===== src/rtl/wcg_pkg.sv =====
// ----------------------------------------------------------------------------
// wcg_pkg - window coefficient generator shared definitions
// Types, constants and arithmetic helpers used by the pipeline stages.
// ----------------------------------------------------------------------------
package wcg_pkg;

  // Field and port widths
  localparam int MAX_LENGTH = 4096;
  localparam int IDX_W      = 12;
  localparam int LEN_W      = 13;
  localparam int TYPE_W     = 3;
  localparam int COEF_W     = 16;
  localparam int CFG_IDX_W  = 2;
  localparam int CFG_DATA_W = 13;

  // Register indexes
  localparam logic [CFG_IDX_W-1:0] CFG_WINDOW_TYPE   = 2'd0;
  localparam logic [CFG_IDX_W-1:0] CFG_WINDOW_LENGTH = 2'd1;

  localparam logic [LEN_W-1:0] LEN_RESET = 13'd256;
  localparam logic [LEN_W-1:0] LEN_MIN   = 13'd2;
  localparam logic [LEN_W-1:0] LEN_MAX   = LEN_W'(MAX_LENGTH);

  localparam logic [COEF_W-1:0] Q15_ONE = 16'd32768;

  typedef enum logic [TYPE_W-1:0] {
    WIN_RECT     = 3'd0,
    WIN_TRI      = 3'd1,
    WIN_HANN     = 3'd2,
    WIN_HAMMING  = 3'd3,
    WIN_BLACKMAN = 3'd4,
    WIN_PARZEN   = 3'd5,
    WIN_WELCH    = 3'd6
  } win_type_t;

  // Q30 arithmetic
  localparam int P_W = 34;
  localparam int Z_W = 31;
  typedef logic signed [P_W-1:0] q30_t;

  localparam q30_t Q30_ONE = 34'sd1073741824;
  localparam q30_t K_H54   = 34'sd579820585;
  localparam q30_t K_B42   = 34'sd450971566;
  localparam logic [Z_W-1:0] K_H46  = 31'd493921239;
  localparam logic [Z_W-1:0] K_B08  = 31'd85899346;
  localparam logic [Z_W-1:0] K_HALF = 31'd536870912;

  localparam int POLY_N = 7;
  localparam q30_t COS_POLY [POLY_N] = '{
    34'sd1073741824, 34'sd1324675879, 34'sd272375560, 34'sd22401993,
    34'sd987048, 34'sd27061, 34'sd506
  };

  // Divider geometry: phase lane and ratio lane advance in lockstep
  localparam int PH_D_W     = 13;
  localparam int PH_Q_W     = 36;
  localparam int PH_STEPS   = 4;
  localparam int DIV_STAGES = PH_Q_W / PH_STEPS;
  localparam int RT_D_W     = 26;
  localparam int RT_STEPS   = 2;
  localparam int RT_Q_W     = RT_STEPS * DIV_STAGES;
  localparam int NUM_W      = 25;
  localparam int RT_N_W     = NUM_W + 17;

  // Pipeline depths
  localparam int HORNER_STAGES = POLY_N - 1;
  localparam int COS_STAGES    = HORNER_STAGES + 3;
  localparam int PREP_STAGES   = 2;
  localparam int MIX_STAGES    = 2;
  localparam int LATENCY = PREP_STAGES + DIV_STAGES + COS_STAGES + MIX_STAGES;

  typedef struct packed {
    logic [IDX_W-1:0]  j;
    logic [IDX_W-1:0]  nm1;
    logic [LEN_W-1:0]  n1;
    logic [IDX_W-1:0]  d;
    logic [IDX_W-1:0]  m;
    logic [TYPE_W-1:0] wtype;
    logic              oor;
  } prep_t;

  typedef struct packed {
    logic [PH_D_W-1:0] ph_rem;
    logic [PH_Q_W-1:0] ph_w;
    logic [PH_D_W-1:0] ph_d;
    logic [RT_D_W-1:0] rt_rem;
    logic [RT_Q_W-1:0] rt_w;
    logic [RT_D_W-1:0] rt_d;
    logic [TYPE_W-1:0] wtype;
    logic              oor;
  } div_t;

  typedef struct packed {
    logic [TYPE_W-1:0] wtype;
    logic              oor;
    logic [RT_Q_W-1:0] ratio_q;
  } sb_t;

  // Signed Q30 times unsigned Q30, truncated toward zero
  function automatic q30_t mulq(input q30_t a, input logic [Z_W-1:0] b);
    logic [P_W-1:0]     mag;
    logic [P_W+Z_W-1:0] prod;
    logic [P_W-1:0]     res;
    mag  = a[P_W-1] ? P_W'(-a) : P_W'(a);
    prod = (P_W+Z_W)'(mag) * (P_W+Z_W)'(b);
    res  = prod[P_W+29:30];
    return a[P_W-1] ? -q30_t'(res) : q30_t'(res);
  endfunction

  // One divider stage: restoring steps on both lanes
  function automatic div_t div_stage(input div_t s);
    div_t              r;
    logic [PH_D_W:0]   pt;
    logic [RT_D_W:0]   rtt;
    r = s;
    for (int k = 0; k < PH_STEPS; k++) begin
      pt = {r.ph_rem, r.ph_w[PH_Q_W-1]};
      if (pt >= {1'b0, r.ph_d}) begin
        r.ph_rem = PH_D_W'(pt - {1'b0, r.ph_d});
        r.ph_w   = {r.ph_w[PH_Q_W-2:0], 1'b1};
      end else begin
        r.ph_rem = pt[PH_D_W-1:0];
        r.ph_w   = {r.ph_w[PH_Q_W-2:0], 1'b0};
      end
    end
    for (int k = 0; k < RT_STEPS; k++) begin
      rtt = {r.rt_rem, r.rt_w[RT_Q_W-1]};
      if (rtt >= {1'b0, r.rt_d}) begin
        r.rt_rem = RT_D_W'(rtt - {1'b0, r.rt_d});
        r.rt_w   = {r.rt_w[RT_Q_W-2:0], 1'b1};
      end else begin
        r.rt_rem = rtt[RT_D_W-1:0];
        r.rt_w   = {r.rt_w[RT_Q_W-2:0], 1'b0};
      end
    end
    return r;
  endfunction

endpackage


===== src/rtl/wcg_div.sv =====
// ----------------------------------------------------------------------------
// wcg_div - pipelined divider
// Phase lane gives round(j*2^32/(N-1)); ratio lane gives the Q15 ratio.
// ----------------------------------------------------------------------------
module wcg_div (
  input  logic              clk,
  input  logic              rst_n,
  input  logic              valid_i,
  input  wcg_pkg::div_t     div_i,
  output logic              valid_o,
  output logic [31:0]       ph_o,
  output wcg_pkg::sb_t      sb_o
);

  localparam int LAST = wcg_pkg::DIV_STAGES - 1;

  logic [wcg_pkg::DIV_STAGES-1:0] valid_r;
  wcg_pkg::div_t                  st_r   [wcg_pkg::DIV_STAGES];
  wcg_pkg::div_t                  st_nxt [wcg_pkg::DIV_STAGES];

  // Each stage retires four quotient bits on the phase lane and two on the ratio lane
  for (genvar s = 0; s < wcg_pkg::DIV_STAGES; s++) begin : g_stage
    if (s == 0) begin : g_first
      always_comb st_nxt[s] = wcg_pkg::div_stage(div_i);
    end else begin : g_rest
      always_comb st_nxt[s] = wcg_pkg::div_stage(st_r[s-1]);
    end
    always_ff @(posedge clk) begin
      st_r[s] <= st_nxt[s];
    end
  end

  always_ff @(posedge clk) begin
    if (!rst_n) valid_r <= '0;
    else        valid_r <= {valid_r[wcg_pkg::DIV_STAGES-2:0], valid_i};
  end

  // Phase is taken mod 2^32
  assign valid_o      = valid_r[LAST];
  assign ph_o         = st_r[LAST].ph_w[31:0];
  assign sb_o.wtype   = st_r[LAST].wtype;
  assign sb_o.oor     = st_r[LAST].oor;
  assign sb_o.ratio_q = st_r[LAST].rt_w;

endmodule


===== config.mk =====
export PLATFORM = sky130hd
export DESIGN_NAME = wcg_div
export DESIGN_NICKNAME = d
export VERILOG_FILES = /design/src/rtl/wcg_pkg.sv /design/src/rtl/wcg_div.sv
export SDC_FILE = /design/constraint.sdc
export NUM_CORES = 2
export LEC_CHECK = 0
export BUFFER_PORTS_ARGS = -buffer_cell sky130_fd_sc_hd__buf_2
export CORE_MARGIN = 10
export CORE_UTILIZATION = 55
export DETAILED_ROUTE_END_ITERATION = 8
export HOLD_SLACK_MARGIN = 0.08
export PLACE_DENSITY = 0.72
export SYNTH_ARGS = -nofsm -noshare
export SYNTH_HDL_FRONTEND = slang
export SYNTH_SLANG_ARGS = --single-unit

===== constraint.sdc =====
create_clock -name clk -period 21.1 [get_ports clk]
set_clock_uncertainty 0.15 [all_clocks]
set_input_delay 2.11 -clock clk [delete_from_list [all_inputs] [get_ports clk]]
set_output_delay 2.11 -clock clk [all_outputs]
set_load 0.05 [all_outputs]

# ---- Yosys cells after proc, flatten, opt, wreduce, memory -nomap -nowiden
# Memory sizes are Yosys's and may differ from the RTL's.
# Cells that the tools add are included.
dict set report word_totals {
  register_bits 9
  n_memories 1
  input_bits 139
  mem_bits_rw 1224
  wordCells 164
  out_inout_bits 55
}
# memory words word_bits rd rd_clocked_by_memory_dff wr line_no
set mem_list {}
lappend mem_list {st_r 9 136 9 0 9 wcg_div.sv:18} ;# wcg_pkg::div_t st_r [wcg_pkg::DIV_STAGES];
dict set report op_classes {
  n_mux 54
  addsub 54
  magnitude_cmp 54
}
# op count
set op_table {}
lappend op_table {{49-bit two-way mux} 36}
lappend op_table {{44-bit two-way mux} 18}
lappend op_table {{14-bit by 13-bit greater-or-equal comparator with 1-bit output} 36}
lappend op_table {{27-bit by 26-bit greater-or-equal comparator with 1-bit output} 18}
lappend op_table {{13-bit subtractor} 36}
lappend op_table {{26-bit subtractor} 18}

# ---- Longest topological paths before layout
dict set report logic_depth {
  ltp_word 8
  mapped_depth 53
  mapped_depth_nobuf 49
}

# ---- Worst setup path before layout
# Ideal clock, no wire load.
dict set report synth_path {
  path_kind {input to register}
  from {input port div_i[122] in the netlist's numbering}
  to {memory st_r[0][127] in the netlist's numbering}
  setup_ps 121
  t_required_ps 20829
  arrival_time_ps 11245
  stages 43
  path_buffers 4
  setup_slack_ps 9584
  path_cell_list {inv_1 > ha_1 > fa_1 > nand2b_1 > a211oi_1 > o41a_1 > o21ai_1 > o2bb2ai_1 > a21oi_1 > clkbuf_1 > mux2_2 > ha_1 > o21a_1 > o21ai_0 > a21oi_1 > o21ai_0 > a21oi_1 > a221oi_2 > (+7 left out) > nor2_1 > nand2_1 > a311oi_1 > o221ai_2 > clkbuf_1 > mux2_2 > ha_1 > a21o_1 > a21o_1 > a221oi_1 > nor2b_1 > o31a_1 > o21ai_0 > o211ai_1 > a21oi_1 > nand2_1 > buf_2 > mux2_2}
}
# item line_no
set synth_lines {}
lappend synth_lines {{from (decl)} wcg_div.sv:9} ;# input wcg_pkg::div_t div_i,
lappend synth_lines {{to (decl)} wcg_div.sv:18}

==> run metrics <==
die height about 400 um; Worst Tran Pin Value between 1 and 1.5 ns; vias between 60,000 and 70,000; syn_nets ~9,600; post-synthesis cell count between 8,000 and 9,000; root buffer cell clkbuf_16; H-Tree Depth 3; syn avg cell area 8.859 um^2; die area ~150,000 um^2; Rel. slew slack 0.1890; RSZ-0062 raised after global routing false; crit path from div_i[74]; Setup TNS Final 0 ns; Post-synth top flop dfxtp_1; Crit Reg-Reg Startpoint st_r[0][891]$_DFF_P_; DP Wirelength 150,900 um; distinct cell type count after synthesis 100; Antenna Cells 0; drt drc 0; initial drt markers 3,375; Register-to-Register Path Depth 40; post-CTS setup buffer count 0; largest net degree at the start of global routing between 40 and 50; CP Class in2reg; number of global-route vias before repair between 60,000 and 70,000; HP Class reg2reg; Ports slightly below 200; Area contributors post-synth dfxtp_1 (30%), ha_1 (16%), mux2_2 (6.4%); top post-synthesis cells by count dfxtp_1 (1,119), ha_1 (936), a21oi_1 (670), inv_1 (656), o21ai_0 (535); Fillers around 12,000; Util after Layout 0.6037; vias per cell roughly 5.8; Post-CTS Resized 0; initial core utilization 0.5528; Mapped Area roughly 75,000 um^2; Port Buf Inserts approximately 190; slowest stage delay, CP roughly 0.5 ns; Net count, final between 9,000 and 10,000; antenna violations before repair 6; synth warn 0; Total GRT Usage 0.2359; Max Transition Viols Final 0; Total Routed Length between 150,000 and 200,000 um; hold path depth 0; per-cell routed wire length between 15 and 20 um; clk sink count 1,119; clk buf depth 3; CTS tree done; Critical Path RT about 22 ns; period utilization 0.5642; worst min-delay path startpoint st_r[0][388]$_DFF_P_; Num CTS Buffers between 100 and 150; layout cells sized above 1 0.1100; min cycle time layout ~12 ns; R2R setup slack between 9 and 10 ns; critical path's slowest cell a221oi_1; Place WS about 8.5 ns; Worst-Skew Late Latency ~0.78 ns; most frequent cell after synthesis dfxtp_1; max frequency ~0.084 GHz; Area Growth Syn to Fin 9.200%; Yosys reg bits roughly 1,100; status finished clean; Die X ~390 um; # rows 135; final setup margin ~9.2 ns; first-pass GRT wire length ~300,000 um; GPL Wtd Cong 0.9454; Post-synth EDFFs 0; Crit Path Max Fanout 17; final setup fails 0; drt pass-1 iters 6; crit end category register; Hold Vio Cnt, Final 0; WP data arrival 12.41 ns; crit start category primary input; Seq/Total Area, Yosys 0.2999; cell mode on critical path a21oi_1; Yosys top cell area share 0.2999; ys async rst share 0; Yosys top cell by area dfxtp_1; Core Area ~140,000 um^2; maxcap violations 0; hold_buf cts 0; total gr overflow 0; Worst-path clk slew about 0.070 ns; ANT nets after route 0
==> through the flow <==
stage | instance area [um^2] | hold WS, ns | cells
5_1_grt | 81580 | 0.1392 | 10470
6_report | 81580 | 0.1295 | 10470
2_1_floorplan | 74700 | 0.1596 | 8433
3_3_place_gp | 77290 | 0.1595 | 10260
3_5_place_dp | 77290 | 0.1621 | 10260
4_1_cts | 81580 | 0.1327 | 10470
==> critical path: cells and delay by family <==
kind            cells  cell delay (ns)
buf+inv             3             0.66
mux                 3             1.17
simple gates       10             1.57
fa+ha+maj           5             1.64
compound gates     22             5.23
==> logic make-up (layout without fill, tap and decap cells) <==
group | Yosys count | after routing | share of synthesized area
fa+ha+maj | 988 | 988 | 0.1707
compound gates | 2306 | 2306 | 0.1983
buf+inv | 846 | 1106 | 0.04586
mux | 523 | 523 | 0.07783
xor+xnor | 663 | 663 | 0.07773
simple gates | 1988 | 1988 | 0.1297
flops | 1119 | 1119 | 0.2999
==> path summary, 6_finish.rpt <==
check | endpoint
setup / recovery | st_r[0][131]$_DFF_P_
hold reg to reg | st_r[0][528]$_DFF_P_
hold / removal | st_r[0][528]$_DFF_P_
setup reg to reg | st_r[0][1078]$_DFF_P_
==> sequential cells by signal, summed over array words and instances (netlist names) <==
register	cells
st_r	1110
valid_r	9
==> layer usage <==
| metal | track usage | vias up | part of all wire |
|---|---|---|---|
| met5 | 0 | - | 0.000097 |
| met4 | 0.1099 | 4 | 0.049 |
| met3 | 0.02705 | 459 | 0.036 |
| met2 | 0.4317 | 1447 | 0.50 |
| met1 | 0.2723 | 28480 | 0.42 |
| li1 | - | 30610 | - |
==> final cells by class <==
type	instances	area, um^2	area share
sequential	1119	22400	0.2746
clock buffer	150	3193	0.03914
clock inverter	69	1091	0.01337
inverter	662	2485	0.03046
timing repair buffer	225	1206	0.01479
tap	1781	2228	0.02732
multi-input combinational	6468	48970	0.6003
==> placed cells by master, fill, tap and decap left out, types with 133 or more instances in the layout <==
cell type / count
a21o_1: 310
a21oi_1: 668
buf_2: 193
dfxtp_1: 1119
ha_1: 936
inv_1: 656
mux2_2: 422
nand2_1: 531
nand2b_1: 139
nand3_1: 133
nor2_1: 485
nor2b_1: 136
nor3_1: 158
o21a_1: 138
o21ai_0: 534
xnor2_1: 430
xor2_1: 233
Power is not shown: default switching activity piles up to over one toggle a cycle in this logic, so the estimate is an artifact.
