==> config.mk <==
export PLATFORM = sky130hd
export DESIGN_NAME = wcg_mix
export DESIGN_NICKNAME = d
export VERILOG_FILES = /design/src/rtl/wcg_pkg.sv /design/src/rtl/wcg_mix.sv
export SDC_FILE = /design/constraint.sdc
export NUM_CORES = 2
export LEC_CHECK = 0
export BUFFER_PORTS_ARGS = -buffer_cell sky130_fd_sc_hd__buf_2
export CELL_PAD_IN_SITES_DETAIL_PLACEMENT = 0
export CELL_PAD_IN_SITES_GLOBAL_PLACEMENT = 1
export CORE_UTILIZATION = 52
export CTS_CLUSTER_DIAMETER = 150
export DETAILED_ROUTE_END_ITERATION = 8
export GPL_TIMING_DRIVEN = 0
export HOLD_SLACK_MARGIN = 0.1
export PLACE_DENSITY_LB_ADDON = 0.1
export RECOVER_POWER = 100
export SLEW_MARGIN = 10
export SYNTH_ARGS = -nofsm -noshare
export SYNTH_HDL_FRONTEND = slang
export SYNTH_SLANG_ARGS = --single-unit
export TNS_END_PERCENT = 10
==> constraint.sdc <==
create_clock -name clk -period 16.62 [get_ports clk]
set_clock_uncertainty 0.1 [all_clocks]
set_input_delay 2.493 -clock clk [delete_from_list [all_inputs] [get_ports clk]]
set_output_delay 2.493 -clock clk [all_outputs]
set_load 0.005 [all_outputs]
==> src/rtl/wcg_pkg.sv <==
// ----------------------------------------------------------------------------
// wcg_pkg - window coefficient generator shared definitions
// Types, constants and arithmetic helpers used by the pipeline stages.
// ----------------------------------------------------------------------------
package wcg_pkg;

  // Field and port widths
  localparam int MAX_LENGTH = 4096;
  localparam int IDX_W      = 12;
  localparam int LEN_W      = 13;
  localparam int TYPE_W     = 3;
  localparam int COEF_W     = 16;
  localparam int CFG_IDX_W  = 2;
  localparam int CFG_DATA_W = 13;

  // Register indexes
  localparam logic [CFG_IDX_W-1:0] CFG_WINDOW_TYPE   = 2'd0;
  localparam logic [CFG_IDX_W-1:0] CFG_WINDOW_LENGTH = 2'd1;

  localparam logic [LEN_W-1:0] LEN_RESET = 13'd256;
  localparam logic [LEN_W-1:0] LEN_MIN   = 13'd2;
  localparam logic [LEN_W-1:0] LEN_MAX   = LEN_W'(MAX_LENGTH);

  localparam logic [COEF_W-1:0] Q15_ONE = 16'd32768;

  typedef enum logic [TYPE_W-1:0] {
    WIN_RECT     = 3'd0,
    WIN_TRI      = 3'd1,
    WIN_HANN     = 3'd2,
    WIN_HAMMING  = 3'd3,
    WIN_BLACKMAN = 3'd4,
    WIN_PARZEN   = 3'd5,
    WIN_WELCH    = 3'd6
  } win_type_t;

  // Q30 arithmetic
  localparam int P_W = 34;
  localparam int Z_W = 31;
  typedef logic signed [P_W-1:0] q30_t;

  localparam q30_t Q30_ONE = 34'sd1073741824;
  localparam q30_t K_H54   = 34'sd579820585;
  localparam q30_t K_B42   = 34'sd450971566;
  localparam logic [Z_W-1:0] K_H46  = 31'd493921239;
  localparam logic [Z_W-1:0] K_B08  = 31'd85899346;
  localparam logic [Z_W-1:0] K_HALF = 31'd536870912;

  localparam int POLY_N = 7;
  localparam q30_t COS_POLY [POLY_N] = '{
    34'sd1073741824, 34'sd1324675879, 34'sd272375560, 34'sd22401993,
    34'sd987048, 34'sd27061, 34'sd506
  };

  // Divider geometry: phase lane and ratio lane advance in lockstep
  localparam int PH_D_W     = 13;
  localparam int PH_Q_W     = 36;
  localparam int PH_STEPS   = 4;
  localparam int DIV_STAGES = PH_Q_W / PH_STEPS;
  localparam int RT_D_W     = 26;
  localparam int RT_STEPS   = 2;
  localparam int RT_Q_W     = RT_STEPS * DIV_STAGES;
  localparam int NUM_W      = 25;
  localparam int RT_N_W     = NUM_W + 17;

  // Pipeline depths
  localparam int HORNER_STAGES = POLY_N - 1;
  localparam int COS_STAGES    = HORNER_STAGES + 3;
  localparam int PREP_STAGES   = 2;
  localparam int MIX_STAGES    = 2;
  localparam int LATENCY = PREP_STAGES + DIV_STAGES + COS_STAGES + MIX_STAGES;

  typedef struct packed {
    logic [IDX_W-1:0]  j;
    logic [IDX_W-1:0]  nm1;
    logic [LEN_W-1:0]  n1;
    logic [IDX_W-1:0]  d;
    logic [IDX_W-1:0]  m;
    logic [TYPE_W-1:0] wtype;
    logic              oor;
  } prep_t;

  typedef struct packed {
    logic [PH_D_W-1:0] ph_rem;
    logic [PH_Q_W-1:0] ph_w;
    logic [PH_D_W-1:0] ph_d;
    logic [RT_D_W-1:0] rt_rem;
    logic [RT_Q_W-1:0] rt_w;
    logic [RT_D_W-1:0] rt_d;
    logic [TYPE_W-1:0] wtype;
    logic              oor;
  } div_t;

  typedef struct packed {
    logic [TYPE_W-1:0] wtype;
    logic              oor;
    logic [RT_Q_W-1:0] ratio_q;
  } sb_t;

  // Signed Q30 times unsigned Q30, truncated toward zero
  function automatic q30_t mulq(input q30_t a, input logic [Z_W-1:0] b);
    logic [P_W-1:0]     mag;
    logic [P_W+Z_W-1:0] prod;
    logic [P_W-1:0]     res;
    mag  = a[P_W-1] ? P_W'(-a) : P_W'(a);
    prod = (P_W+Z_W)'(mag) * (P_W+Z_W)'(b);
    res  = prod[P_W+29:30];
    return a[P_W-1] ? -q30_t'(res) : q30_t'(res);
  endfunction

  // One divider stage: restoring steps on both lanes
  function automatic div_t div_stage(input div_t s);
    div_t              r;
    logic [PH_D_W:0]   pt;
    logic [RT_D_W:0]   rtt;
    r = s;
    for (int k = 0; k < PH_STEPS; k++) begin
      pt = {r.ph_rem, r.ph_w[PH_Q_W-1]};
      if (pt >= {1'b0, r.ph_d}) begin
        r.ph_rem = PH_D_W'(pt - {1'b0, r.ph_d});
        r.ph_w   = {r.ph_w[PH_Q_W-2:0], 1'b1};
      end else begin
        r.ph_rem = pt[PH_D_W-1:0];
        r.ph_w   = {r.ph_w[PH_Q_W-2:0], 1'b0};
      end
    end
    for (int k = 0; k < RT_STEPS; k++) begin
      rtt = {r.rt_rem, r.rt_w[RT_Q_W-1]};
      if (rtt >= {1'b0, r.rt_d}) begin
        r.rt_rem = RT_D_W'(rtt - {1'b0, r.rt_d});
        r.rt_w   = {r.rt_w[RT_Q_W-2:0], 1'b1};
      end else begin
        r.rt_rem = rtt[RT_D_W-1:0];
        r.rt_w   = {r.rt_w[RT_Q_W-2:0], 1'b0};
      end
    end
    return r;
  endfunction

endpackage

==> src/rtl/wcg_mix.sv <==
// ----------------------------------------------------------------------------
// wcg_mix - window combine and output register
// Weights the cosine terms, rounds to Q1.15 and selects by window type.
// ----------------------------------------------------------------------------
module wcg_mix (
  input  logic                         clk,
  input  logic                         rst_n,
  input  logic                         valid_i,
  input  wcg_pkg::q30_t                c1_i,
  input  wcg_pkg::q30_t                c2_i,
  input  wcg_pkg::sb_t                 sb_i,
  output logic                         valid_o,
  output logic [wcg_pkg::COEF_W-1:0]   coefficient_o,
  output logic                         oor_o
);

  logic                        valid1_r, valid2_r;
  wcg_pkg::sb_t                sb_r;
  wcg_pkg::q30_t               c1_r, ham_r, half_r, b08_r;
  wcg_pkg::q30_t               x, v, vc;
  logic [wcg_pkg::P_W-1:0]     rs;
  logic [wcg_pkg::COEF_W-1:0]  cos_coef, coef_nxt;
  logic [wcg_pkg::COEF_W-1:0]  coef_r;
  logic                        oor_r;

  // Stage 1: weight products
  always_ff @(posedge clk) begin
    sb_r   <= sb_i;
    c1_r   <= c1_i;
    ham_r  <= wcg_pkg::mulq(c1_i, wcg_pkg::K_H46);
    half_r <= wcg_pkg::mulq(c1_i, wcg_pkg::K_HALF);
    b08_r  <= wcg_pkg::mulq(c2_i, wcg_pkg::K_B08);
  end

  // Stage 2: sum, clamp, round, select
  always_comb begin
    x = wcg_pkg::Q30_ONE - c1_r;
    case (wcg_pkg::win_type_t'(sb_r.wtype))
      wcg_pkg::WIN_HANN:     v = x[wcg_pkg::P_W-1] ? '0 : (x >>> 1);
      wcg_pkg::WIN_HAMMING:  v = wcg_pkg::K_H54 - ham_r;
      wcg_pkg::WIN_BLACKMAN: v = wcg_pkg::K_B42 - half_r + b08_r;
      default:               v = '0;
    endcase
    if (v[wcg_pkg::P_W-1])        vc = '0;
    else if (v > wcg_pkg::Q30_ONE) vc = wcg_pkg::Q30_ONE;
    else                           vc = v;
    rs       = wcg_pkg::P_W'(vc) + wcg_pkg::P_W'(16384);
    cos_coef = rs[30:15];

    case (wcg_pkg::win_type_t'(sb_r.wtype)) inside
      wcg_pkg::WIN_TRI, wcg_pkg::WIN_PARZEN, wcg_pkg::WIN_WELCH: begin
        if (sb_r.ratio_q > wcg_pkg::RT_Q_W'(wcg_pkg::Q15_ONE)) coef_nxt = wcg_pkg::Q15_ONE;
        else coef_nxt = sb_r.ratio_q[wcg_pkg::COEF_W-1:0];
      end
      wcg_pkg::WIN_HANN, wcg_pkg::WIN_HAMMING, wcg_pkg::WIN_BLACKMAN: coef_nxt = cos_coef;
      default: coef_nxt = wcg_pkg::Q15_ONE;
    endcase
    if (sb_r.oor) coef_nxt = '0;
  end

  always_ff @(posedge clk) begin
    coef_r <= coef_nxt;
    oor_r  <= sb_r.oor;
  end

  always_ff @(posedge clk) begin
    if (!rst_n) begin
      valid1_r <= 1'b0;
      valid2_r <= 1'b0;
    end else begin
      valid1_r <= valid_i;
      valid2_r <= valid1_r;
    end
  end

  assign valid_o       = valid2_r;
  assign coefficient_o = coef_r;
  assign oor_o         = oor_r;

endmodule

* Word level (Yosys, flattened, before mapping)
Cells that the tools add are included.
Storage, ports and cells: bits in registers 177, output and inout bits 18, word-level logic and storage cells 48
Cells by class: $add $sub $neg 10, $mul 2, magnitude comparators 2, equal/unequal tests 6, multiplexer cells 12, reductions and logical operators 2
Operator list (number):
- $pmux W34 S3 | 1
- $mux W31 | 3
- $mux W34 | 2
- $neg A33 Y34 | 2
- $neg A34 Y34 | 2
- $mux W33 | 2
- $mul A34 B29 Y63 const B | 1
- $mul A34 B26 Y60 const B | 1
- $mux W16 | 3
- $add A34 B34 Y34 | 1
- $gt A34 B32 Y1 const B | 1
- $neg A31 Y34 | 1
- $sub A30 B34 Y34 const A | 1
- $sub A31 B34 Y34 const A | 1
- $sub A32 B34 Y34 const A | 1
- $mux W32 | 1
- $add A31 B16 Y31 const B | 1
- $gt A18 B16 Y1 const B | 1
- $eq A3 B3 Y1 const B | 3
- $eq A3 B2 Y1 const B | 2
- $reduce_or A3 Y1 | 2
- $eq A3 B1 Y1 const B | 1

* Logic depth before layout (Yosys ltp)
depth after elaboration 9, depth in mapped cells 41

* Least setup slack after synthesis
No wires, ideal clock.
kind in2reg, from input c1_i[7], to register ham_r[33], library setup time 0.125 ns, data arrival time 13.695 ns, setup slack 2.700 ns, stages 37, path buffers 2, cell sequence buf_2 -> or3_1 -> or4_4 -> or3_1 -> or4_4 -> or4_1 -> or4_4 -> nand2_1 -> xor2_1 -> inv_1 -> ha_1 -> fa_1 -> inv_1 -> fa_1 -> inv_1 -> fa_1 -> inv_1 -> fa_1 -> inv_1 -> fa_1 -> fa_1 -> inv_1 -> fa_1 -> inv_1 -> ha_1 -> buf_2 -> a21oi_1 -> o21a_1 -> o311ai_0 -> a21o_1 -> a21oi_1 -> mux2_2 -> a211o_1 -> or4b_1 -> or4_4 -> nand3b_4 -> o41a_1
Between the ends: cells in the longest elaborated chain, start to end 4
Ends and longest elaborated chain:
- start: declaration | RTL line wcg_mix.sv:9 | input wcg_pkg::q30_t c1_i,
- $neg A34 Y34 | RTL line wcg_pkg.sv:104 | mag = a[P_W-1] ? P_W'(-a) : P_W'(a);
- $mux W34 (*) | RTL line wcg_pkg.sv:104
- $mul A34 B29 Y63 (*) | RTL line wcg_pkg.sv:105 | prod = (P_W+Z_W)'(mag) * (P_W+Z_W)'(b);
- $neg A33 Y34 (*) | RTL line wcg_pkg.sv:107 | return a[P_W-1] ? -q30_t'(res) : q30_t'(res);
- end signal: assignment | RTL line wcg_mix.sv:30 | ham_r <= wcg_pkg::mulq(c1_i, wcg_pkg::K_H46);
- end: declaration | RTL line wcg_mix.sv:19 | wcg_pkg::q30_t c1_r, ham_r, half_r, b08_r;
Mark *: on every way between the ends. The rest lies on a longest branch, timed or not. A chain may end at the register's enable or synchronous reset.

* Worst setup path after layout
from input c1_i[0], to register ham_r[33]
Same word-level chain as after synthesis.

==> metrics <==
status finished, final reports clean; crit share post-route 0.951; Root Buffer clkbuf_16; WS Path Type in -> reg; Die Y-Extent 297 µm; number of global-route vias before repair 34600; CP max-delay cell xor2_1; Post-route DRC 0; Clock Sinks 177; synthesis-to-finish area growth 6.25%; Post-synth EDFFs 0; hold depth 0; H-tree levels 4; yosys warns 0; Main synth FF type dfxtp_1; unrepaired setup endpoints after global routing false; Max clock buf depth 2; Syn Nets 6538; Max Freq 63.2 MHz; antenna violations before repair 9; CP peak stage delay 0.80 ns; largest net degree at the start of global routing 18; Yosys cell types 102; setup_tns 0 ns; Slew Limit Fails 0; Async SR Flop Fraction 0; clock-pin slew on the worst setup and hold paths 0.07 ns; final setup fails 0; clock latency on the worst-skew pair 0.46 ns; worst hold path class reg -> reg; final hold vios 0; crit path DAT 16.05 ns; share of cells above drive strength 1 0.0403; Nets 6681; Final ANT Viol Nets 0; Mapped Cells 4886; final setup margin 0.809 ns; TritonCTS clock tree done; fin crit period 15.81 ns; Iter 0 DRT Violations 2687; Via Count 34400; sequential fraction of the synthesis area 0.0782; R2R Path Start half_r[2]$_DFF_P_; first-pass GRT wire length 208 mm; First-pass DRT Iterations 6; effective utilization at floorplan 0.529; Crit. End Element register; num ports 111; Mapped Area 45300 µm²; Hold Path End oor_o$_DFF_P_; Hold Path Origin sb_r[18]$_DFF_P_; wire per inst 21.9 µm; r2r setup slk 9.14 ns; detailed-route wire length 136 mm; crit start category input pin; # port buffers 109; number of cell rows 107; crit path max fanout 12; HPWL after DPL 120 mm; gr ovfl total 0; placeable core area 85700 µm²; critical path required time 16.86 ns; RePlAce Congestion 0.971; reg2reg end coefficient_o[11]$_SDFF_PP0_; slew margin rel. 0.0584; Worst Reg-to-Reg Cells 22; Die ar. 88300 µm²; worst slew pin tran 1.40 ns; final hold slack 0.260 ns; Max-Cap Viols 0; number of synthesized register bits 177; DP Worst Slack 0.828 ns; Setup Fix Bufs, Post-CTS 0; average cell area after synthesis 9.27 µm²; Hold Buf Count CTS 0; Num CTS Buffers 17; die width 297 µm; CTS resizes 0; vias per std cell 5.55; gr usage total 0.313
[flip-flops by register name, indices dropped and copies added (netlist names)]
register       flops
valid1_r           1
c1_r              34
oor_o              1
sb_r              22
coefficient_o     16
ham_r             34
half_r            34
b08_r             34
valid_o            1
[cell usage in the layout, fill, tap and decap left out, types with 21 or more instances in the layout]
cell	count
a21o_1	59
a21oi_1	190
a31oi_1	33
and2_1	26
and3_1	27
buf_2	66
clkbuf_1	108
dfxtp_1	177
fa_1	737
ha_1	822
inv_1	1230
nand2_1	237
nand2b_1	28
nand3_1	66
nand4_1	62
nor2_1	131
nor3_1	55
nor4_1	22
o211ai_1	21
o21a_1	25
o21ai_0	160
o21bai_1	27
o31ai_1	43
or3_1	43
xnor2_1	164
xor2_1	94
[kinds of logic after synthesis]
kind of cell | Yosys count | synth area share
flops | 177 | 0.0782
mux | 14 | 0.00323
fa+ha+maj | 1559 | 0.553
xor+xnor | 284 | 0.0552
compound gates | 740 | 0.109
buf+inv | 1304 | 0.109
simple gates | 808 | 0.0931
[final cells by class]
type | count | area (µm²)
antenna | 4 | 10.0
buffer | 72 | 280
clock buffer | 18 | 439
clock inverter | 14 | 170
fill | 8003 | 37500
inverter | 1232 | 4630
multi-input combinational | 3405 | 37000
sequential | 177 | 3540
tap | 1144 | 1430
timing repair buffer | 124 | 673
[worst max-delay path: cells and delay by family]
family | cells | cell delay (ns)
xor gates and xnor gates | 2 | 1.00
adders and majority gates | 9 | 4.17
AOI/OAI and AO/OA | 6 | 1.64
and+or+nand+nor | 12 | 5.10
buffers and inverters | 9 | 1.61
[cell usage after synthesis (25+ instances only)]
cell	number	area, µm²
a21o_1	59	443
a21oi_1	190	951
a31oi_1	33	206
and2_1	27	169
and3_1	27	169
clkbuf_1	56	210
dfxtp_1	177	3540
fa_1	737	14800
ha_1	822	10300
inv_1	1230	4620
nand2_1	237	890
nand2b_1	28	175
nand3_1	66	330
nand4_1	62	388
nor2_1	131	492
nor3_1	55	275
o21a_1	25	188
o21ai_0	159	796
o21bai_1	27	203
o31ai_1	43	323
or3_1	43	269
xnor2_1	173	1520
xor2_1	109	955
[worst max-delay path by stage]
stage / startpoint / endpoint / slack [ns]
2_1_floorplan: c1_i[7] / ham_r[33]$_SDFF_PN0_ / 2.70
4_1_cts: c1_i[8] / ham_r[28]$_DFF_P_ / 1.25
3_5_place_dp: c1_i[5] / ham_r[28]$_DFF_P_ / 0.83
5_1_grt: c1_i[0] / ham_r[28]$_DFF_P_ / 0.28
6_report: c1_i[0] / ham_r[33]$_SDFF_PN0_ / 0.81
3_3_place_gp: c1_i[0] / ham_r[28]$_DFF_P_ / 0.06
[per-layer routing]
layer  vias up  GRT usage  wire length, µm
met4        10     0.0498             2100
li1      16100          -                -
met5         -          0               53
met1     16900      0.477            65600
met2      1148      0.415            51500
met3       118      0.127            16200
[stage by stage]
stage | utilization | instances | instance area, µm²
finish | 0.562 | 6190 | 48100
detailed placement | 0.556 | 6154 | 47700
global placement | 0.552 | 6139 | 47300
global route | 0.562 | 6187 | 48100
CTS | 0.563 | 6186 | 48300
floorplan | - | 4886 | 45300
Power is not shown: default switching activity piles up to over one toggle a cycle in this logic, so the estimate is an artifact.
