==> src/rtl/wcg_pkg.sv <==
// ----------------------------------------------------------------------------
// wcg_pkg - window coefficient generator shared definitions
// Types, constants and arithmetic helpers used by the pipeline stages.
// ----------------------------------------------------------------------------
package wcg_pkg;

  // Field and port widths
  localparam int MAX_LENGTH = 4096;
  localparam int IDX_W      = 12;
  localparam int LEN_W      = 13;
  localparam int TYPE_W     = 3;
  localparam int COEF_W     = 16;
  localparam int CFG_IDX_W  = 2;
  localparam int CFG_DATA_W = 13;

  // Register indexes
  localparam logic [CFG_IDX_W-1:0] CFG_WINDOW_TYPE   = 2'd0;
  localparam logic [CFG_IDX_W-1:0] CFG_WINDOW_LENGTH = 2'd1;

  localparam logic [LEN_W-1:0] LEN_RESET = 13'd256;
  localparam logic [LEN_W-1:0] LEN_MIN   = 13'd2;
  localparam logic [LEN_W-1:0] LEN_MAX   = LEN_W'(MAX_LENGTH);

  localparam logic [COEF_W-1:0] Q15_ONE = 16'd32768;

  typedef enum logic [TYPE_W-1:0] {
    WIN_RECT     = 3'd0,
    WIN_TRI      = 3'd1,
    WIN_HANN     = 3'd2,
    WIN_HAMMING  = 3'd3,
    WIN_BLACKMAN = 3'd4,
    WIN_PARZEN   = 3'd5,
    WIN_WELCH    = 3'd6
  } win_type_t;

  // Q30 arithmetic
  localparam int P_W = 34;
  localparam int Z_W = 31;
  typedef logic signed [P_W-1:0] q30_t;

  localparam q30_t Q30_ONE = 34'sd1073741824;
  localparam q30_t K_H54   = 34'sd579820585;
  localparam q30_t K_B42   = 34'sd450971566;
  localparam logic [Z_W-1:0] K_H46  = 31'd493921239;
  localparam logic [Z_W-1:0] K_B08  = 31'd85899346;
  localparam logic [Z_W-1:0] K_HALF = 31'd536870912;

  localparam int POLY_N = 7;
  localparam q30_t COS_POLY [POLY_N] = '{
    34'sd1073741824, 34'sd1324675879, 34'sd272375560, 34'sd22401993,
    34'sd987048, 34'sd27061, 34'sd506
  };

  // Divider geometry: phase lane and ratio lane advance in lockstep
  localparam int PH_D_W     = 13;
  localparam int PH_Q_W     = 36;
  localparam int PH_STEPS   = 4;
  localparam int DIV_STAGES = PH_Q_W / PH_STEPS;
  localparam int RT_D_W     = 26;
  localparam int RT_STEPS   = 2;
  localparam int RT_Q_W     = RT_STEPS * DIV_STAGES;
  localparam int NUM_W      = 25;
  localparam int RT_N_W     = NUM_W + 17;

  // Pipeline depths
  localparam int HORNER_STAGES = POLY_N - 1;
  localparam int COS_STAGES    = HORNER_STAGES + 3;
  localparam int PREP_STAGES   = 2;
  localparam int MIX_STAGES    = 2;
  localparam int LATENCY = PREP_STAGES + DIV_STAGES + COS_STAGES + MIX_STAGES;

  typedef struct packed {
    logic [IDX_W-1:0]  j;
    logic [IDX_W-1:0]  nm1;
    logic [LEN_W-1:0]  n1;
    logic [IDX_W-1:0]  d;
    logic [IDX_W-1:0]  m;
    logic [TYPE_W-1:0] wtype;
    logic              oor;
  } prep_t;

  typedef struct packed {
    logic [PH_D_W-1:0] ph_rem;
    logic [PH_Q_W-1:0] ph_w;
    logic [PH_D_W-1:0] ph_d;
    logic [RT_D_W-1:0] rt_rem;
    logic [RT_Q_W-1:0] rt_w;
    logic [RT_D_W-1:0] rt_d;
    logic [TYPE_W-1:0] wtype;
    logic              oor;
  } div_t;

  typedef struct packed {
    logic [TYPE_W-1:0] wtype;
    logic              oor;
    logic [RT_Q_W-1:0] ratio_q;
  } sb_t;

  // Signed Q30 times unsigned Q30, truncated toward zero
  function automatic q30_t mulq(input q30_t a, input logic [Z_W-1:0] b);
    logic [P_W-1:0]     mag;
    logic [P_W+Z_W-1:0] prod;
    logic [P_W-1:0]     res;
    mag  = a[P_W-1] ? P_W'(-a) : P_W'(a);
    prod = (P_W+Z_W)'(mag) * (P_W+Z_W)'(b);
    res  = prod[P_W+29:30];
    return a[P_W-1] ? -q30_t'(res) : q30_t'(res);
  endfunction

  // One divider stage: restoring steps on both lanes
  function automatic div_t div_stage(input div_t s);
    div_t              r;
    logic [PH_D_W:0]   pt;
    logic [RT_D_W:0]   rtt;
    r = s;
    for (int k = 0; k < PH_STEPS; k++) begin
      pt = {r.ph_rem, r.ph_w[PH_Q_W-1]};
      if (pt >= {1'b0, r.ph_d}) begin
        r.ph_rem = PH_D_W'(pt - {1'b0, r.ph_d});
        r.ph_w   = {r.ph_w[PH_Q_W-2:0], 1'b1};
      end else begin
        r.ph_rem = pt[PH_D_W-1:0];
        r.ph_w   = {r.ph_w[PH_Q_W-2:0], 1'b0};
      end
    end
    for (int k = 0; k < RT_STEPS; k++) begin
      rtt = {r.rt_rem, r.rt_w[RT_Q_W-1]};
      if (rtt >= {1'b0, r.rt_d}) begin
        r.rt_rem = RT_D_W'(rtt - {1'b0, r.rt_d});
        r.rt_w   = {r.rt_w[RT_Q_W-2:0], 1'b1};
      end else begin
        r.rt_rem = rtt[RT_D_W-1:0];
        r.rt_w   = {r.rt_w[RT_Q_W-2:0], 1'b0};
      end
    end
    return r;
  endfunction

endpackage

==> src/rtl/wcg_prep.sv <==
// ----------------------------------------------------------------------------
// wcg_prep - index preparation
// Clamps N, flags out-of-range indexes and forms the divider operands.
// ----------------------------------------------------------------------------
module wcg_prep (
  input  logic                          clk,
  input  logic                          rst_n,
  input  logic                          valid_i,
  input  logic [wcg_pkg::IDX_W-1:0]     sample_index_i,
  input  logic [wcg_pkg::TYPE_W-1:0]    window_type_i,
  input  logic [wcg_pkg::LEN_W-1:0]     window_length_i,
  output logic                          valid_o,
  output wcg_pkg::div_t                 div_o
);

  localparam int PH_N_W = wcg_pkg::IDX_W + 33;

  logic                        a_valid_r;
  wcg_pkg::prep_t              a_r, a_nxt;
  logic                        b_valid_r;
  wcg_pkg::div_t               b_r, b_nxt;

  logic [wcg_pkg::LEN_W-1:0]   n;
  logic [wcg_pkg::LEN_W-1:0]   two_j;
  logic [wcg_pkg::IDX_W-1:0]   rj;

  logic [PH_N_W-1:0]           ph_num;
  logic [wcg_pkg::RT_D_W-1:0]  sq_n1, sq_d;
  logic [wcg_pkg::NUM_W-1:0]   num, den;
  logic [wcg_pkg::RT_N_W-1:0]  rt_num;

  // Stage A: length clamp, range flag, distance terms
  always_comb begin
    if (window_length_i < wcg_pkg::LEN_MIN)      n = wcg_pkg::LEN_MIN;
    else if (window_length_i > wcg_pkg::LEN_MAX) n = wcg_pkg::LEN_MAX;
    else                                         n = window_length_i;
    a_nxt.j     = sample_index_i;
    a_nxt.nm1   = wcg_pkg::IDX_W'(n - 13'd1);
    a_nxt.n1    = n + 13'd1;
    a_nxt.wtype = window_type_i;
    a_nxt.oor   = sample_index_i > a_nxt.nm1;
    two_j       = {sample_index_i, 1'b0};
    if (two_j >= {1'b0, a_nxt.nm1}) a_nxt.d = wcg_pkg::IDX_W'(two_j - {1'b0, a_nxt.nm1});
    else                            a_nxt.d = wcg_pkg::IDX_W'({1'b0, a_nxt.nm1} - two_j);
    rj      = a_nxt.nm1 - sample_index_i;
    a_nxt.m = (sample_index_i < rj) ? sample_index_i : rj;
  end

  // Stage B: dividend, divisor and first remainder of both lanes
  always_comb begin
    ph_num = {a_r.j, 33'd0} | PH_N_W'(a_r.nm1);
    sq_n1  = wcg_pkg::RT_D_W'(a_r.n1) * wcg_pkg::RT_D_W'(a_r.n1);
    sq_d   = wcg_pkg::RT_D_W'(a_r.d) * wcg_pkg::RT_D_W'(a_r.d);
    case (wcg_pkg::win_type_t'(a_r.wtype))
      wcg_pkg::WIN_TRI: begin
        num = wcg_pkg::NUM_W'({a_r.m, 1'b0});
        den = wcg_pkg::NUM_W'(a_r.nm1);
      end
      wcg_pkg::WIN_PARZEN: begin
        num = wcg_pkg::NUM_W'(a_r.n1 - wcg_pkg::LEN_W'(a_r.d));
        den = wcg_pkg::NUM_W'(a_r.n1);
      end
      wcg_pkg::WIN_WELCH: begin
        num = wcg_pkg::NUM_W'(sq_n1 - sq_d);
        den = wcg_pkg::NUM_W'(sq_n1);
      end
      default: begin
        num = '0;
        den = wcg_pkg::NUM_W'(1);
      end
    endcase
    rt_num = (wcg_pkg::RT_N_W'(num) << 16) + wcg_pkg::RT_N_W'(den);

    b_nxt.ph_rem = wcg_pkg::PH_D_W'(ph_num >> wcg_pkg::PH_Q_W);
    b_nxt.ph_w   = ph_num[wcg_pkg::PH_Q_W-1:0];
    b_nxt.ph_d   = {a_r.nm1, 1'b0};
    b_nxt.rt_rem = wcg_pkg::RT_D_W'(rt_num >> wcg_pkg::RT_Q_W);
    b_nxt.rt_w   = rt_num[wcg_pkg::RT_Q_W-1:0];
    b_nxt.rt_d   = {den, 1'b0};
    b_nxt.wtype  = a_r.wtype;
    b_nxt.oor    = a_r.oor;
  end

  always_ff @(posedge clk) begin
    if (!rst_n) begin
      a_valid_r <= 1'b0;
      b_valid_r <= 1'b0;
    end else begin
      a_valid_r <= valid_i;
      b_valid_r <= a_valid_r;
    end
  end

  always_ff @(posedge clk) begin
    a_r <= a_nxt;
    b_r <= b_nxt;
  end

  assign valid_o = b_valid_r;
  assign div_o   = b_r;

endmodule

==> config.mk <==
export PLATFORM = sky130hd
export DESIGN_NAME = wcg_prep
export DESIGN_NICKNAME = d
export VERILOG_FILES = /design/src/rtl/wcg_pkg.sv /design/src/rtl/wcg_prep.sv
export SDC_FILE = /design/constraint.sdc
export NUM_CORES = 1
export LEC_CHECK = 0
export BUFFER_PORTS_ARGS = -buffer_cell sky130_fd_sc_hd__clkbuf_2
export CORE_MARGIN = 2
export CORE_UTILIZATION = 45
export DETAILED_ROUTE_END_ITERATION = 10
export SKIP_CTS_REPAIR_TIMING = 1
export SLEW_MARGIN = 20
export SYNTH_ARGS = -nofsm -noshare
export SYNTH_HDL_FRONTEND = slang
export SYNTH_SLANG_ARGS = --single-unit
==> constraint.sdc <==
create_clock -name clk -period 10.75 [get_ports clk]
set_input_delay 0.5375 -clock clk [delete_from_list [all_inputs] [get_ports clk]]
set_output_delay 0.5375 -clock clk [all_outputs]
set_load 0.01 [all_outputs]
Word level (Yosys, flattened, before mapping)
Index checks and enable logic that the tools add are counted.
{"block": "totals", "regBits": 195, "in_bits": 31, "elab_cells": 42}
{"block": "classes", "addsub": 8, "mul": 2, "magnitude_cmp": 5, "eq_ne": 3, "muxes": 6, "bitwise": 1}
{"op": "$pmux 25 s3", "count": 2}
{"op": "$or 45x12->45", "count": 1}
{"op": "$add 41x25->42", "count": 1}
{"op": "$sub 12x12->12", "count": 3}
{"op": "$mux 13", "count": 2}
{"op": "$mul 13x13->25", "count": 1}
{"op": "$sub 25x24->25", "count": 1}
{"op": "$mul 12x12->24", "count": 1}
{"op": "$mux 12", "count": 2}
{"op": "$sub 13x12->14", "count": 1}
{"op": "$add 13x1->13 const B", "count": 1}
{"op": "$ge 13x12->1", "count": 1}
{"op": "$gt 13x13->1 const B", "count": 1}
{"op": "$lt 13x2->1 const B", "count": 1}
{"op": "$gt 12x12->1", "count": 1}
{"op": "$lt 12x12->1", "count": 1}
{"op": "$sub 12x1->12 const B", "count": 1}
{"op": "$eq 3x3->1 const B", "count": 2}
{"op": "$eq 3x1->1 const B", "count": 1}

Logic depth before layout (Yosys ltp)
Gate-level depths: netlist of the first run.
{"block": "logic_depth", "depth_word": 7, "depth_mapped": 39, "mapped_depth_nobuf": 36}

Worst setup path after synthesis of the first run
OpenSTA, ideal clock, no wires.
{"block": "synth_path", "path_kind": "register to register", "from": "register a_r[29] (netlist bit)", "to": "register b_r, in the netlist div_o[69]", "arrival_time_ns": 9.158, "required_ns": 10.688, "path_slack_ns": 1.530, "path_stages_with_launch": 32, "path_buffers": 1, "path_cell_list": "dfxtp_1 clkbuf_1 nand2_1 fa_1 inv_1 fa_1 fa_1 fa_1 inv_1 fa_1 inv_1 ha_1 a2111oi_1 o31ai_1 o21ai_0 xor2_1 fa_1 fa_1 fa_1 fa_1 inv_1 ha_1 a21oi_1 o22a_1 o221ai_1 and3_1 nor3b_1 nor3b_1 nor4b_2 nand2_1 or3b_1 nand3_1"}
{"block": "synth_between", "elab_chain_cells": 4}
{"element": "from (decl)", "line_no": "wcg_prep.sv:19", "source": "wcg_pkg::prep_t a_r, a_nxt;"}
{"element": "from (signal assigned)", "line_no": "wcg_prep.sv:95", "source": "a_r <= a_nxt;"}
{"element": "$mul 13x13->25", "line_no": "wcg_prep.sv:52", "source": "sq_n1 = wcg_pkg::RT_D_W'(a_r.n1) * wcg_pkg::RT_D_W'(a_r.n1);"}
{"element": "$sub 25x24->25", "line_no": "wcg_prep.sv:64", "source": "num = wcg_pkg::NUM_W'(sq_n1 - sq_d);"}
{"element": "$pmux 25 s3", "line_no": "wcg_prep.sv:54", "source": "case (wcg_pkg::win_type_t'(a_r.wtype))"}
{"element": "$add 41x25->42 *", "line_no": "wcg_prep.sv:72", "source": "rt_num = (wcg_pkg::RT_N_W'(num) << 16) + wcg_pkg::RT_N_W'(den);"}
{"element": "named net rt_num, one bit", "line_no": "wcg_prep.sv:30", "source": "logic [wcg_pkg::RT_N_W-1:0] rt_num;"}
{"element": "to (signal assigned)", "line_no": "wcg_prep.sv:96", "source": "b_r <= b_nxt;"}
{"element": "to (decl)", "line_no": "wcg_prep.sv:21", "source": "wcg_pkg::div_t b_r, b_nxt;"}
The timed path passes the listed nets; every way through them passes the cells marked *.
A chain may end at the register's enable or synchronous reset.

Final worst setup path of the first run
{"block": "layout_path", "from": "register a_r[35] (netlist bit)", "to": "register b_r, in the netlist div_o[69]"}
Same word-level chain as after synthesis.

==> summary.txt, run 1 <==
final worst-path cycle share: 0.938
slowest cell delay on critical path: 640 ps
reg2reg end: div_o[69]$_DFF_P_
drc violations: 0
Avg Inst Size Synth: 8.72 sq um
hold path depth: 1
maxcap violations: 0
post-route minimum period: 10090 ps
top-level I/O count: 168
Hold Crit Start: window_type_i[0]
Post-synth ARST share: 0
most common cell after layout, fill and taps aside: inv_1
Slew headroom: 0.409
worst path required time: 11120 ps
Yosys top cell area share: 0.238
Crit Reg-Reg Startpoint: a_r[35]$_DFF_P_
crit path max fanout: 11
fmax: 99.1 MHz
status: finished clean
sequential area share after synthesis: 0.168
final antenna-violating net count: 0
# rows: 71
Fin. Hold Viols: 0
CTS sink count: 145
Worst setup EP type: flip-flop
# placed instances: 2561
Distinct cells, synth: 86
largest cells by area after synthesis: fa_1 24%, dfxtp_1 17%, ha_1 14%
critical path class: reg -> reg
Ys Warns: 0
routability cong.: 0.907
FF/Latch Area: 2910 sq um
Final Non-Filler Cells: 2593
grt ovf: 0
most used cell, CP: fa_1
root buffer cell: clkbuf_16
RSZ-0062 raised after global routing: no
setup TNS: 0 ps
fin. max-slew vios: 0
Port Buffers: 138
largest net degree at the start of global routing: 23
Layout Utilization: 0.496
clk buf depth: 2
Area Growth Syn to Fin: 8.40%
FILL cells: 3619
Vias per Instance: 5.20
Die Wd: 200 um
Hold Path Class: in -> reg
Synth area leader: fa_1
hold endpoint: a_r[1]$_DFF_P_
Die H: 200 um
clock network latency to the later pin of the worst-skew pair: 440 ps
initial antenna violation count: 0
Initial Util: 0.458
CP Buf/Inv Count: 6
HPWL reported at the end of detailed placement: 38200 um
# diodes: 0
Multi-input gate area: 12400 sq um
CP max-delay cell: dfxtp_1
Num CTS Buffers: 17
most frequent cells in the layout: 392 x inv_1, 206 x fa_1, 198 x ha_1
Crit path max-delay family: adder cells
R2R setup slack: 660 ps
core area: 37800 sq um
Synth Instances: 1983
worst reg2reg path depth: 32
Least-Margin Pin Slew: 886 ps
share of layout cells above drive strength 1: 0.106
H-tree level count: 4
synthesis-stage register bit count: 145
NumNets Final: 2504
skew final: 18.8 ps
Final Setup Violations: 0
Vias: 13500
CP Launch Point: a_r[35]$_DFF_P_
Cell Area, Synth: 17300 sq um
EDFF count, synth: 0
GRT Total Usage: 0.237
Clock transition at path regs: 70 ps
vias in the first global route: 13800
final wirelength: 45600 um
Routed WL per cell: 17.6 um
main flop type after synthesis: dfxtp_1
first-pass GRT wire length: 72700 um
initial drt markers: 692
DR pass1 iterations: 6
CTS tree: built
crit path DAT: 10460 ps
Setup crit start kind: flip-flop
die area: 40000 sq um
==> registers in the layout (all words and copies together) (netlist names) <==
name / flops
a_r: 64
a_valid_r: 1
valid_o: 1
div_o: 79
==> logic make-up after synthesis <==
kind of cell	share of synthesized area
buf+inv	0.123
simple gates	0.130
fa+ha+maj	0.382
compound gates	0.126
flops	0.168
xor+xnor	0.0496
mux	0.0211
other cells	0.000217
==> layer usage <==
metal	up-vias	GRT usage	part of all wire	wire, um
met5	-	0	0	0
met4	0	0.0807	0.034	1550
met3	74	0.0391	0.058	2650
met2	446	0.391	0.46	20800
met1	6504	0.318	0.45	20500
li1	6456	-	-	-
==> per-stage QoR <==
step	instance area (sq um)	setup slack (ps)	hold WS, ps
2_1_floorplan	17400	1530	310
3_3_place_gp	18200	762	312
3_5_place_dp	18200	493	314
4_1_cts	18700	388	174
5_1_grt	18700	57.7	175
6_report	18700	663	193
==> worst max path at each step <==
stage / to / slack, ps / cells after the start
after global placement: div_o[69]$_DFF_P_ / 760 / 30
after floorplan: div_o[69]$_DFF_P_ / 1530 / 31
after CTS: div_o[69]$_DFF_P_ / 390 / 30
final: div_o[69]$_DFF_P_ / 660 / 32
after detailed placement: div_o[69]$_DFF_P_ / 490 / 30
after global routing: div_o[69]$_DFF_P_ / 60 / 32
==> cell usage after synthesis (all sizes together), types with 4 or more instances <==
| cell | count |
|---|---|
| inv | 393 |
| fa | 206 |
| ha | 198 |
| nand2 | 189 |
| dfxtp | 145 |
| nor2 | 94 |
| a21oi | 82 |
| buf | 66 |
| o21ai | 66 |
| xnor2 | 65 |
| clkbuf | 46 |
| and2 | 37 |
| xor2 | 33 |
| mux2i | 27 |
| a21o | 26 |
| nand3 | 26 |
| nor2b | 22 |
| nor3 | 22 |
| o21a | 21 |
| nand2b | 16 |
| and3 | 15 |
| or3 | 15 |
| a211oi | 14 |
| o21bai | 12 |
| a31oi | 11 |
| nand4 | 10 |
| o22ai | 10 |
| a22oi | 9 |
| mux2 | 8 |
| or2 | 8 |
| a22o | 7 |
| o31ai | 7 |
| a21boi | 6 |
| and4 | 5 |
| nor3b | 5 |
| o211ai | 5 |
| a211o | 4 |
==> worst register-to-register path: cells and delay by family (launching register included) <==
kind / cells / cell delay [ps]
and+or+nand+nor: 8 / 2080
buffers and inverters: 6 / 630
DFF: 1 / 640
AOI/OAI and AO/OA: 6 / 1430
adders and majority gates: 11 / 4870
xor gates and xnor gates: 1 / 390
==> area by class of cell <==
| type | count | share of cell area |
|---|---|---|
| clock buffers | 19 | 0.0236 |
| clock inverters | 13 | 0.00641 |
| well taps | 511 | 0.0341 |
| multi-input cells | 1361 | 0.660 |
| repair buffers | 150 | 0.0417 |
| flip-flops and latches | 145 | 0.155 |
| inverters | 394 | 0.0789 |
Power of run 1 is left out: the tool's default activity adds up to more than one toggle a clock period on the data nets, which glitch-free logic cannot reach.
==> run 2: changes to the inputs <==
- RECOVER_POWER: not set -> 50
==> run 2 against run 1 <==
  * Register-to-register slack worse by 40 ps
  * Clock skew rose by 1.4 ps
  * Global-route usage unchanged
  * Critical path type unchanged
  * Largest cell class unchanged
==> summary.txt, run 2 (same netlist as run 1, synthesis figures left out) <==
clk buf depth: 2
CP max-delay cell: dfxtp_1
Largest register FFs: 79
crit path max fanout: 11
fin. max-slew vios: 0
hold path depth: 1
Crit path max-delay family: adder cells
Area after DPL: 18200 sq um
Num CTS Buffers: 17
routability cong.: 0.907
final wirelength: 45900 um
worst path required time: 11120 ps
first-pass GRT wire length: 72700 um
Initial Util: 0.458
initial antenna violation count: 0
Final Setup Violations: 0
DR pass1 iterations: 5
FILL cells: 3654
Die Wd: 200 um
Worst setup EP type: flip-flop
setup TNS: 0 ps
Crit Reg-Reg Startpoint: a_r[35]$_DFF_P_
largest net degree at the start of global routing: 23
worst reg2reg path depth: 32
grt ovf: 0
clock network latency to the later pin of the worst-skew pair: 440 ps
most frequent cells in the layout: 392 x inv_1, 206 x fa_1, 198 x ha_1
initial drt markers: 712
Area Growth Syn to Fin: 7.63%
core area: 37800 sq um
Die H: 200 um
Vias: 13500
hold endpoint: a_r[1]$_DFF_P_
Hold Path Class: in -> reg
skew final: 20.3 ps
reg2reg end: div_o[69]$_DFF_P_
Hold Crit Start: window_type_i[0]
R2R setup slack: 620 ps
fin area: 18600 sq um
share of layout cells above drive strength 1: 0.0615
RSZ-0062 raised after global routing: no
NumNets Final: 2504
crit path DAT: 10500 ps
CTS sink count: 145
Slew headroom: 0.180
slowest cell delay on critical path: 650 ps
Clock transition at path regs: 70 ps
vias in the first global route: 13800
fmax: 98.8 MHz
post-route minimum period: 10130 ps
root buffer cell: clkbuf_16
# diodes: 0
Layout Utilization: 0.493
final worst-path cycle share: 0.942
die area: 40000 sq um
GRT Total Usage: 0.237
most common cell after layout, fill and taps aside: inv_1
H-tree level count: 4
HPWL reported at the end of detailed placement: 38200 um
most used cell, CP: fa_1
drc violations: 0
Routed WL per cell: 17.7 um
Vias per Instance: 5.21
Fin. Hold Viols: 0
status: finished clean
CP Buf/Inv Count: 6
Least-Margin Pin Slew: 1230 ps
Setup crit start kind: flip-flop
CTS tree: built
critical path class: reg -> reg
# rows: 71
Port Buffers: 138
top-level I/O count: 168
maxcap violations: 0
final antenna-violating net count: 0
run 2: cell count changes in the layout (fill, tap and decap cells not counted):
cell / previous run / this run
nand4_2: 1 / 0
nor3_1: 21 / 22
nor3_4: 1 / 0
clkbuf_2: 138 / 48
buf_4: 12 / 11
nand4_1: 9 / 10
clkbuf_1: 1 / 92
run 2: final cells by class:
class / count / area [sq um] / share of cell area
repair buffers: 150 / 664 / 0.0357
clock inverters: 13 / 120 / 0.00645
inverters: 394 / 1480 / 0.0795
clock buffers: 19 / 443 / 0.0238
flip-flops and latches: 145 / 2910 / 0.156
well taps: 511 / 639 / 0.0344
multi-input cells: 1361 / 12400 / 0.664
run 2: stage by stage:
stage | hold WS (ps) | std cells | setup slack, ps
after floorplan | 310 | 2012 | 1530
after global placement | 312 | 2561 | 762
after detailed placement | 314 | 2561 | 493
after CTS | 174 | 2593 | 388
after global routing | 175 | 2593 | 56.8
final | 195 | 2593 | 625
run 2: worst max path at each step:
stage / from / end / slack (ps) / cells past startpoint
floorplan: a_r[29]$_DFF_P_ / div_o[69]$_DFF_P_ / 1530 / 31
global placement: a_r[30]$_DFF_P_ / div_o[69]$_DFF_P_ / 760 / 30
detailed placement: a_r[30]$_DFF_P_ / div_o[69]$_DFF_P_ / 490 / 30
CTS: a_r[30]$_DFF_P_ / div_o[69]$_DFF_P_ / 390 / 30
global route: a_r[33]$_DFF_P_ / div_o[69]$_DFF_P_ / 60 / 32
finish: a_r[35]$_DFF_P_ / div_o[69]$_DFF_P_ / 620 / 32
run 2: metal layers:
| layer | up-vias | global-route usage | part of all wire |
|---|---|---|---|
| met5 | - | 0 | 0 |
| li1 | 6454 | - | - |
| met2 | 401 | 0.391 | 0.46 |
| met3 | 69 | 0.0391 | 0.052 |
| met1 | 6591 | 0.318 | 0.46 |
| met4 | 0 | 0.0807 | 0.034 |
Power of run 2 is left out for the same reason.
==> run 3: changes to the inputs <==
- clock period: 10.75 -> 11.78 ns (I/O delays scaled with it)
==> run 3 against run 2 <==
  * First-iteration DRC count fell by 7.4%
  * Core utilization rose by 0.053 points
  * Count of clock-buffer cells in the layout fell by 1
==> summary.txt, run 3 (same netlist as run 1, synthesis figures left out) <==
initial antenna violation count: 0
maxcap violations: 0
clock network latency to the later pin of the worst-skew pair: 450 ps
Largest register FFs: 79
R2R setup slack: 1200 ps
CP max-delay cell: dfxtp_1
CTS tree: built
Routed WL per cell: 17.6 um
Setup crit start kind: flip-flop
crit path max fanout: 13
Final Setup Violations: 0
Initial Util: 0.458
Hold Path Class: in -> reg
H-tree level count: 4
critical path capture point: div_o[69]$_DFF_P_
Port Buffers: 138
crit path DAT: 10950 ps
Slew headroom: 0.191
# rows: 71
critical path class: reg -> reg
final wirelength: 45500 um
CTS sink count: 145
RSZ-0062 raised after global routing: no
Area Growth Syn to Fin: 7.74%
root buffer cell: clkbuf_16
Worst setup EP type: flip-flop
grt ovf: 0
die area: 40000 sq um
NumNets Final: 2500
DR pass1 iterations: 5
FILL cells: 3646
Die H: 200 um
CP Launch Point: a_r[28]$_DFF_P_
most used cell, CP: fa_1
fmax: 94.5 MHz
Crit Reg-Reg Startpoint: a_r[28]$_DFF_P_
skew final: 29.4 ps
Vias: 13400
reg2reg end: div_o[69]$_DFF_P_
Fin. Hold Viols: 0
largest net degree at the start of global routing: 23
most frequent cells in the layout: 392 x inv_1, 206 x fa_1, 198 x ha_1
most common cell after layout, fill and taps aside: inv_1
vias in the first global route: 13500
post-route minimum period: 10580 ps
Vias per Instance: 5.19
first-pass GRT wire length: 72500 um
initial drt markers: 659
worst reg2reg path depth: 32
Num CTS Buffers: 17
clk buf depth: 2
Clock transition at path regs: 70 ps
final antenna-violating net count: 0
slowest cell delay on critical path: 790 ps
drc violations: 0
GRT Total Usage: 0.235
Least-Margin Pin Slew: 1210 ps
Die Wd: 200 um
worst path required time: 12160 ps
HPWL reported at the end of detailed placement: 37600 um
final worst-path cycle share: 0.898
status: finished clean
share of layout cells above drive strength 1: 0.0582
core area: 37800 sq um
setup TNS: 0 ps
routability cong.: 0.902
fin. max-slew vios: 0
top-level I/O count: 168
# diodes: 0
## run 3: metal layers
layer	wire length (um)	global-route usage
met1	21200	0.325
met2	20900	0.386
met3	2290	0.0316
met4	1130	0.0678
met5	0	0
## run 3: worst min-delay path by stage
stage                     startpoint                 end  cells after the start
finish              window_type_i[1]      a_r[2]$_DFF_P_                      1
CTS                 window_type_i[2]      a_r[3]$_DFF_P_                      1
detailed placement   a_r[56]$_DFF_P_  div_o[123]$_DFF_P_                      0
global placement     a_r[54]$_DFF_P_  div_o[121]$_DFF_P_                      0
global route        window_type_i[1]      a_r[2]$_DFF_P_                      1
floorplan             a_r[0]$_DFF_P_    div_o[0]$_DFF_P_                      0
## run 3: worst max-delay path: cells and delay by family (launching register included)
kind | cells | cell delay (ps)
AO/OA/AOI/OAI | 6 | 1450
XOR/XNOR | 1 | 370
adder cells (fa/ha/maj) | 11 | 4820
buffers and inverters | 6 | 880
flip-flops | 1 | 790
AND/OR/NAND/NOR | 8 | 2200
## run 3: through the flow
step                instance area, sq um  instances  utilization  setup slack [ps]  hold slack, ps
floorplan                          17400       2012            -              2560             310
global placement                   18100       2557        0.481              1430             312
detailed placement                 18100       2557        0.481              1390             313
CTS                                18800       2589        0.497              1310             230
global route                       18600       2589        0.493               526             229
finish                             18600       2589        0.493              1200             248
## run 3: final cells by class
class                           count  area (sq um)  share of cell area
Inverter                          394          1480              0.0794
Timing Repair Buffer              146           634              0.0340
Clock inverter                     14           183             0.00981
Clock buffer                       18           439              0.0236
Sequential cell                   145          2900               0.156
Multi-Input combinational cell   1361         12400               0.663
Tap cell                          511           639              0.0343
Power of run 3 is left out for the same reason.
